[src/rtl/ple_pkg.sv]
// ----------------------------------------------------------------------------
// ple_pkg: shared definitions for the positional list engine
// Widths, command and status codes, the cell control bundle and the data
// conversion helpers used by the cell row, the read tree and the top level.
// ----------------------------------------------------------------------------
package ple_pkg;

	localparam int CAPACITY   = 64;
	localparam int DATA_WIDTH = 32;

	// Fixed widths of the item fields.
	localparam int CMD_W    = 2;
	localparam int POS_W    = 7;
	localparam int VALUE_W  = 32;
	localparam int STATUS_W = 2;

	// Element count and comparison widths.
	localparam int CNT_W = $clog2(CAPACITY + 1);
	localparam int CMP_W = (CNT_W > POS_W) ? CNT_W : POS_W;

	// Read-back OR tree: groups of eight cells, one register level per group.
	localparam int GRP  = 8;
	localparam int NGRP = (CAPACITY + GRP - 1) / GRP;

	typedef enum logic [CMD_W-1:0] {
		CMD_INSERT = 2'd0,
		CMD_REMOVE = 2'd1,
		CMD_READ   = 2'd2,
		CMD_CLEAR  = 2'd3
	} ple_cmd_t;

	typedef enum logic [STATUS_W-1:0] {
		ST_DONE  = 2'd0,
		ST_RANGE = 2'd1,
		ST_FULL  = 2'd2
	} ple_status_t;

	typedef enum logic [1:0] {
		CELL_HOLD   = 2'd0,
		CELL_INSERT = 2'd1,
		CELL_REMOVE = 2'd2
	} ple_cell_op_t;

	typedef logic [DATA_WIDTH-1:0] ple_data_t;

	// Broadcast to every cell in the row.
	typedef struct packed {
		ple_cell_op_t      op;
		logic [CMP_W-1:0]  pos;
		ple_data_t         data;
		logic              rd_en;
	} ple_ctrl_t;

	// Input word into cell storage: truncate or sign-extend to DATA_WIDTH.
	function automatic ple_data_t to_cell(input logic signed [VALUE_W-1:0] v);
		return DATA_WIDTH'(v);
	endfunction

	// Cell word to the output field: sign-extend from DATA_WIDTH, keep 32 bits.
	function automatic logic [VALUE_W-1:0] to_out(input ple_data_t d);
		logic signed [DATA_WIDTH-1:0] s;
		s = d;
		return VALUE_W'(s);
	endfunction

endpackage

[src/rtl/ple_cell.sv]
// ----------------------------------------------------------------------------
// ple_cell: one storage cell of the shifting list
// Holds one element, takes its lower or upper neighbour on a shift and
// offers its word to the read tree when addressed.
// ----------------------------------------------------------------------------
module ple_cell (
	input  logic                      clk,
	input  logic [ple_pkg::CMP_W-1:0] idx,
	input  ple_pkg::ple_ctrl_t        ctrl,
	input  ple_pkg::ple_data_t        below,
	input  ple_pkg::ple_data_t        above,
	output ple_pkg::ple_data_t        data,
	output ple_pkg::ple_data_t        tap
);
	import ple_pkg::*;

	ple_data_t data_q;
	ple_data_t tap_s1;
	logic      at_pos;
	logic      past_pos;

	assign at_pos   = (idx == ctrl.pos);
	assign past_pos = (idx > ctrl.pos);

	always_ff @(posedge clk) begin
		unique case (ctrl.op)
			CELL_INSERT: begin
				if (at_pos) begin
					data_q <= ctrl.data;
				end else if (past_pos) begin
					data_q <= below;
				end
			end
			CELL_REMOVE: begin
				if (at_pos || past_pos) begin
					data_q <= above;
				end
			end
			default: begin
				data_q <= data_q;
			end
		endcase
		tap_s1 <= (ctrl.rd_en && at_pos) ? data_q : '0;
	end

	assign data = data_q;
	assign tap  = tap_s1;

endmodule

[config.mk]
export PLATFORM = sky130hd
export DESIGN_NAME = ple_cell
export DESIGN_NICKNAME = d
export VERILOG_FILES = /design/src/rtl/ple_pkg.sv /design/src/rtl/ple_cell.sv
export SDC_FILE = /design/constraint.sdc
export NUM_CORES = 1
export LEC_CHECK = 0
export BUFFER_PORTS_ARGS = -buffer_cell sky130_fd_sc_hd__buf_2
export CAP_MARGIN = 5
export CELL_PAD_IN_SITES_DETAIL_PLACEMENT = 1
export CELL_PAD_IN_SITES_GLOBAL_PLACEMENT = 1
export CORE_MARGIN = 5
export CORE_UTILIZATION = 32
export DETAILED_ROUTE_END_ITERATION = 10
export HOLD_SLACK_MARGIN = 0.15
export PLACE_DENSITY_LB_ADDON = 0.1
export SETUP_SLACK_MARGIN = 0.05
export SLEW_MARGIN = 25
export SYNTH_ARGS = -nofsm -noshare
export SYNTH_HDL_FRONTEND = slang
export SYNTH_SLANG_ARGS = --single-unit
[constraint.sdc]
create_clock -name clk -period 5.5 [get_ports clk]
set_input_delay 1.1 -clock clk [delete_from_list [all_inputs] [get_ports clk]]
set_output_delay 1.1 -clock clk [all_outputs]
set_load 0.1 [all_outputs]
==> results.json, run 1 <==
{
  "outcome": "complete, no violations",
  "r2r-start": "data[14]",
  "ys_ff_latch": 64,
  "fill_cells": 1016,
  "syn_to_final_growth_pct": 42.0,
  "io_buffers": 177,
  "multi_input_area_um2": 950,
  "diodes": 0,
  "ys_seq_area_share_pct": 59.5,
  "die_area_um2": 10400,
  "worstSetupStartpointType": "primary input",
  "skew_ns": 0.00706,
  "die_h_um": 102,
  "slew_headroom_pct": 50.8,
  "coreArea_um2": 8220,
  "timing.final.hold_violations": 0,
  "r2r_end": "tap[14]",
  "regArea_um2": 1600,
  "htree_levels": 3,
  "dp_hpwl_mm": 6.17,
  "rsz0062_at_grt": "false",
  "fmax_mhz": 337,
  "post_drt_wl_per_cell_um": 14.9,
  "tightest_slew_ns": 0.736,
  "hp-start": "data[27]",
  "worstRegToRegCells": 1,
  "syn_inst": 271,
  "die_w_um": 102,
  "via_per_inst": 4.70,
  "end_kind": "flop",
  "cts_tree": "yes",
  "ir_worst_vdd_mv": 0.131,
  "totalWireLength_mm": 8.23,
  "antenna_left": 0,
  "async_reset_ff_share_pct": 0,
  "syn_area_per_cell_um2": 9.94,
  "synthesis.nets": 392,
  "worstHoldEndpoint": "tap[27]",
  "wl_met3_um": 847,
  "holdPathStages": 1,
  "synth_ff_type": "edfxtp_1",
  "overflow": 0,
  "insertion_delay_ns": 0.33,
  "critPathArrivalTime_ns": 3.01,
  "drc": 0,
  "finalCritPeriodShare_pct": 53.9,
  "layout_common_cells": "177 x buf_2, 65 x nand2_1",
  "cts-root-buf": "clkbuf_8",
  "mostFrequentLayoutCell": "buf_2",
  "synth_edf_count": 32,
  "final_max_slew_viol_count": 0,
  "drive_gt1_share_pct": 44.3,
  "required_ns": 5.54,
  "critical_path_class": "primary input to flop",
  "power_density_nw_per_um2": 326,
  "yosysUniqueCellTypes": 22,
  "rows": 33,
  "period_minus_slack_ns": 2.97,
  "grt_pass1_wl_mm": 12.6,
  "initial_core_util_pct": 32.8,
  "ctsResizeCount": 0,
  "ios": 178,
  "yosys_warnings": 0,
  "wl_met2_mm": 4.17,
  "power.total_w": 0.00125,
  "clk_pin_slew_ns": 0.07,
  "clock-sinks": 64,
  "r2r_setup_slack_ns": 4.82,
  "gp_congestion": 0.735,
  "hold_path.class": "flop to flop",
  "setup_violations": 0,
  "grt_util_all_layers_pct": 15.9,
  "cts_hold_buf": 0,
  "grt_max_degree": 65,
  "topRoutingLayerUsed": "met4",
  "p_leak_nw": 1.99,
  "maxCapViolCount": 0,
  "vias": 2597,
  "netlist_area_um2": 2690,
  "cts_setup_buffers": 0,
  "cts_buffers": 9,
  "crit_path_start": "ctrl[39]",
  "dr.pass1.iters": 4,
  "crit_fanout": 17,
  "antenna_found_initial": 0,
  "wl_met1_mm": 3.09,
  "grt_pass1_vias": 2636,
  "fin_setup_tns_ns": 0,
  "nets": 563,
  "drt_iter0_drc": 78,
  "cts_buffer_depth": 2
}
==> how the worst max path moves through the flow <==
| stage | endpoint | slack (ns) | cells after the start |
|---|---|---|---|
| 5_1_grt | data[15] | 2.38 | 8 |
| 2_1_floorplan | data[0] | 1.55 | 6 |
| 4_1_cts | data[0] | 2.49 | 7 |
| 3_3_place_gp | data[18] | 2.23 | 7 |
| 3_5_place_dp | data[19] | 2.13 | 7 |
| 6_report | data[13] | 2.53 | 8 |
==> metrics by stage <==
stage | area [um^2] | utilization, % | instances | setup WS (ns) | hold slack (ns)
2_1_floorplan | 2690 | - | 271 | 1.55 | 1.14
3_3_place_gp | 3610 | 43.9 | 535 | 2.23 | 0.477
3_5_place_dp | 3610 | 43.9 | 535 | 2.13 | 0.486
4_1_cts | 3800 | 46.2 | 551 | 2.49 | 0.505
5_1_grt | 3820 | 46.6 | 552 | 2.38 | 0.522
6_report | 3820 | 46.6 | 552 | 2.53 | 0.502
==> worst max-delay path, stage by stage <==
cell and delay [ns]:
buf_2 0.08, inv_1 0.04, ha_1 0.30, and4_1 0.24
nand4_1 0.60, buf_4 0.46, nand2_1 0.09, a31oi_1 0.09
==> cells in the mapped netlist, types with 3 or more instances <==
cell      count  area [um^2]
clkbuf_1     11         41.3
edfxtp_1     32          961
nor2_1       32          120
nand2_1      65          244
ha_1          7         87.6
buf_8         3         45.0
inv_1         7         26.3
a31oi_1      32          200
a21oi_1       3         15.0
nand2b_1      3         18.8
dfxtp_1      32          641
and3_1       32          200
clkbuf_2      3         15.0
==> registers in the layout, summed over array words and instances (netlist names) <==
signal / flops
tap: 32
data: 32
==> per-layer routing <==
metal	global-route usage, %	vias to the layer above
li1	-	1286
met1	17.1	1196
met2	28.3	105
met3	6.13	10
met4	5.93	0
met5	0	-
==> final cells by class <==
| cell class | instances | share of cell area (%) |
|---|---|---|
| flip-flops and latches | 64 | 41.9 |
| well taps | 105 | 3.43 |
| clock buffers | 10 | 3.34 |
| clock inverters | 6 | 1.57 |
| multi-input cells | 180 | 24.8 |
| repair buffers | 180 | 24.3 |
| inverters | 7 | 0.687 |
==> power by group <==
part           internal [W]  switching [W]
sequential         0.000534      0.0000105
clock              0.000207       0.000175
combinational     0.0000681       0.000253
total              0.000809       0.000438
==> kinds of logic (layout without fill, tap and decap cells) <==
family | after synthesis | in the layout | share of synthesized area [%]
AO/OA/AOI/OAI | 38 | 38 | 8.87
buffers and inverters | 27 | 203 | 5.81
adder cells (fa/ha/maj) | 7 | 7 | 3.25
AND/OR/NAND/NOR | 135 | 135 | 22.6
flip-flops | 64 | 64 | 59.5
(Power assumes the default switching activity.)
==> run 2: changes to the inputs <==
ABC_AREA = 1   (was not set)
CORE_UTILIZATION = 30   (was 32)
clock period = 2.85 ns   (was 5.5 ns; I/O delays follow)
==> results.json, run 2 <==
{
  "tightest_slew_ns": 0.517,
  "syn_to_final_growth_pct": 39.9,
  "yosysTopAreaCell": "edfxtp_1",
  "coreArea_um2": 9860,
  "die_h_um": 111,
  "cts_hold_buf": 0,
  "synth_edf_count": 32,
  "skew_ns": 0.00383,
  "use_met3_pct": 4.80,
  "async_reset_ff_share_pct": 0,
  "final_max_slew_viol_count": 0,
  "slew_headroom_pct": 65.8,
  "cts-root-buf": "clkbuf_8",
  "syn_area_per_cell_um2": 8.00,
  "ctsResizeCount": 0,
  "path_cells": "buf_2 -> inv_1 -> ha_1 -> nand2_1 -> nor2_4 -> buf_4 -> nand2_1 -> nor2_1 -> nor2_1 -> nor2_4 -> buf_4",
  "synth_most_common_cell": "nand2_1",
  "yosys_warnings": 0,
  "ys_ff_latch": 64,
  "rsz0062_at_grt": "false",
  "cts_setup_buffers": 0,
  "clk_pin_slew_ns": 0.08,
  "grt_use_met2_pct": 30.2,
  "yosysUniqueCellTypes": 15,
  "overflow": 0,
  "grtUsageMet1_pct": 18.8,
  "p_leak_nw": 2.44,
  "cts_buffers": 9,
  "worstHoldEndpoint": "tap[1]",
  "r2r_setup_slack_ns": 2.20,
  "hold_path.class": "flop to flop",
  "ys_seq_area_share_pct": 52.4,
  "cts_tree": "yes",
  "r2r_end": "tap[0]",
  "synth_common_cells": "106 x nand2_1, 76 x inv_1, 41 x nor2_1",
  "timing.final.hold_violations": 0,
  "gp_congestion": 0.801,
  "mostFrequentLayoutCell": "buf_2",
  "die_w_um": 111,
  "required_ns": 2.87,
  "finalCritPeriodShare_pct": 70.0,
  "synth_top_area_share_pct": 31.4,
  "netlist_area_um2": 3060,
  "cp_num_buf_inv": 4,
  "drive_gt1_share_pct": 36.3,
  "grt_max_degree": 33,
  "layout_common_cells": "177 x buf_2, 106 x nand2_1, 76 x inv_1, 40 x nor2_1, 33 x nand3_1",
  "io_buffers": 177,
  "vias": 3051,
  "nets": 683,
  "gr-max-usage-layer": "met2",
  "ios": 178,
  "crit_fanout": 17,
  "maxCapViolCount": 0,
  "drc": 0,
  "slowest_stage": "ha_1",
  "r2r-start": "data[0]",
  "worstSetupStartpointType": "primary input",
  "via_per_inst": 4.36,
  "worstRegToRegCells": 2,
  "grt_pass1_wl_mm": 16.8,
  "ir_worst_vdd_mv": 0.182,
  "setup_violations": 0,
  "power_density_nw_per_um2": 578,
  "diodes": 0,
  "grt_util_all_layers_pct": 17.1,
  "period_minus_slack_ns": 1.99,
  "antenna_found_initial": 0,
  "critPathArrivalTime_ns": 2.02,
  "insertion_delay_ns": 0.34,
  "drt_iter0_drc": 110,
  "dp_hpwl_mm": 7.88,
  "end_kind": "flop",
  "rows": 36,
  "outcome": "complete, no violations",
  "synthesis.nets": 503,
  "htree_levels": 3,
  "hp-start": "data[1]",
  "yosys-top-cells-area": "edfxtp_1 31%, dfxtp_1 21%, nand2_1 13%, inv_1 9.3%, nand3b_1 7.9%",
  "syn_inst": 382,
  "die_area_um2": 12300,
  "cp_top_family": "buffers and inverters",
  "post_drt_wl_per_cell_um": 14.7,
  "initial_core_util_pct": 31.0,
  "antenna_left": 0,
  "totalWireLength_mm": 10.3,
  "dr.pass1.iters": 4,
  "critical_path_class": "primary input to flop",
  "fin_setup_tns_ns": 0,
  "synth_ff_type": "edfxtp_1",
  "cts_buffer_depth": 2,
  "fmax_mhz": 501,
  "holdPathStages": 2,
  "whs_ns": 0.492,
  "crit_path_max_incr_delay_ns": 0.28,
  "clock-sinks": 64,
  "grt_pass1_vias": 3445
}
==> run 2: layer usage <==
metal	vias to the layer above	share of wire, %
li1	1521	-
met1	1389	41
met2	120	50
met3	21	6.7
met4	0	3.1
met5	-	0
==> run 2: kinds of logic after synthesis <==
kind of cell | Yosys count | share of synthesized area (%)
flops | 64 | 52.4
buf+inv | 95 | 12.2
fa+ha+maj | 7 | 2.87
simple gates | 216 | 32.6
==> run 2: worst max-delay path by stage <==
stage	start	end	slack [ns]	depth (start not counted)
after floorplan	ctrl[39]	data[0]	0.25	8
after global placement	ctrl[39]	data[1]	0.55	11
after detailed placement	ctrl[39]	data[1]	0.49	11
after CTS	ctrl[39]	data[7]	0.85	11
after global routing	ctrl[39]	data[7]	0.72	11
final	ctrl[39]	data[7]	0.86	11
==> run 2: worst reg2reg max path, stage by stage, from the launching register on <==
cell and delay, ns:
edfxtp_1 0.42, inv_1 0.07, nor2_1 0.04
==> run 2: per-stage QoR <==
step	total power (W)	area (um^2)	setup WS [ns]	cells	utilization (%)
floorplan	0.00161	3060	0.253	382	-
global placement	0.00179	4110	0.550	684	41.7
detailed placement	0.00180	4110	0.487	684	41.7
CTS	0.00251	4280	0.845	700	43.3
global route	0.00259	4280	0.723	700	43.3
finish	0.00247	4280	0.855	700	43.3
==> run 2: layout make-up <==
| class | instances | area, um^2 |
|---|---|---|
| multi-input combinational | 223 | 1090 |
| fill | 1270 | 5590 |
| sequential | 64 | 1600 |
| timing repair buffer | 187 | 961 |
| clock inverter | 3 | 17.5 |
| tap | 133 | 166 |
| clock buffer | 13 | 149 |
| inverter | 77 | 289 |
==> run 2: power by group <==
group	internal, W	switching, W	total, W
Clock	0.000338	0.000365	0.000703
Sequential	0.00103	0.0000300	0.00106
Combinational	0.000152	0.000553	0.000705
Total	0.00152	0.000948	0.00247
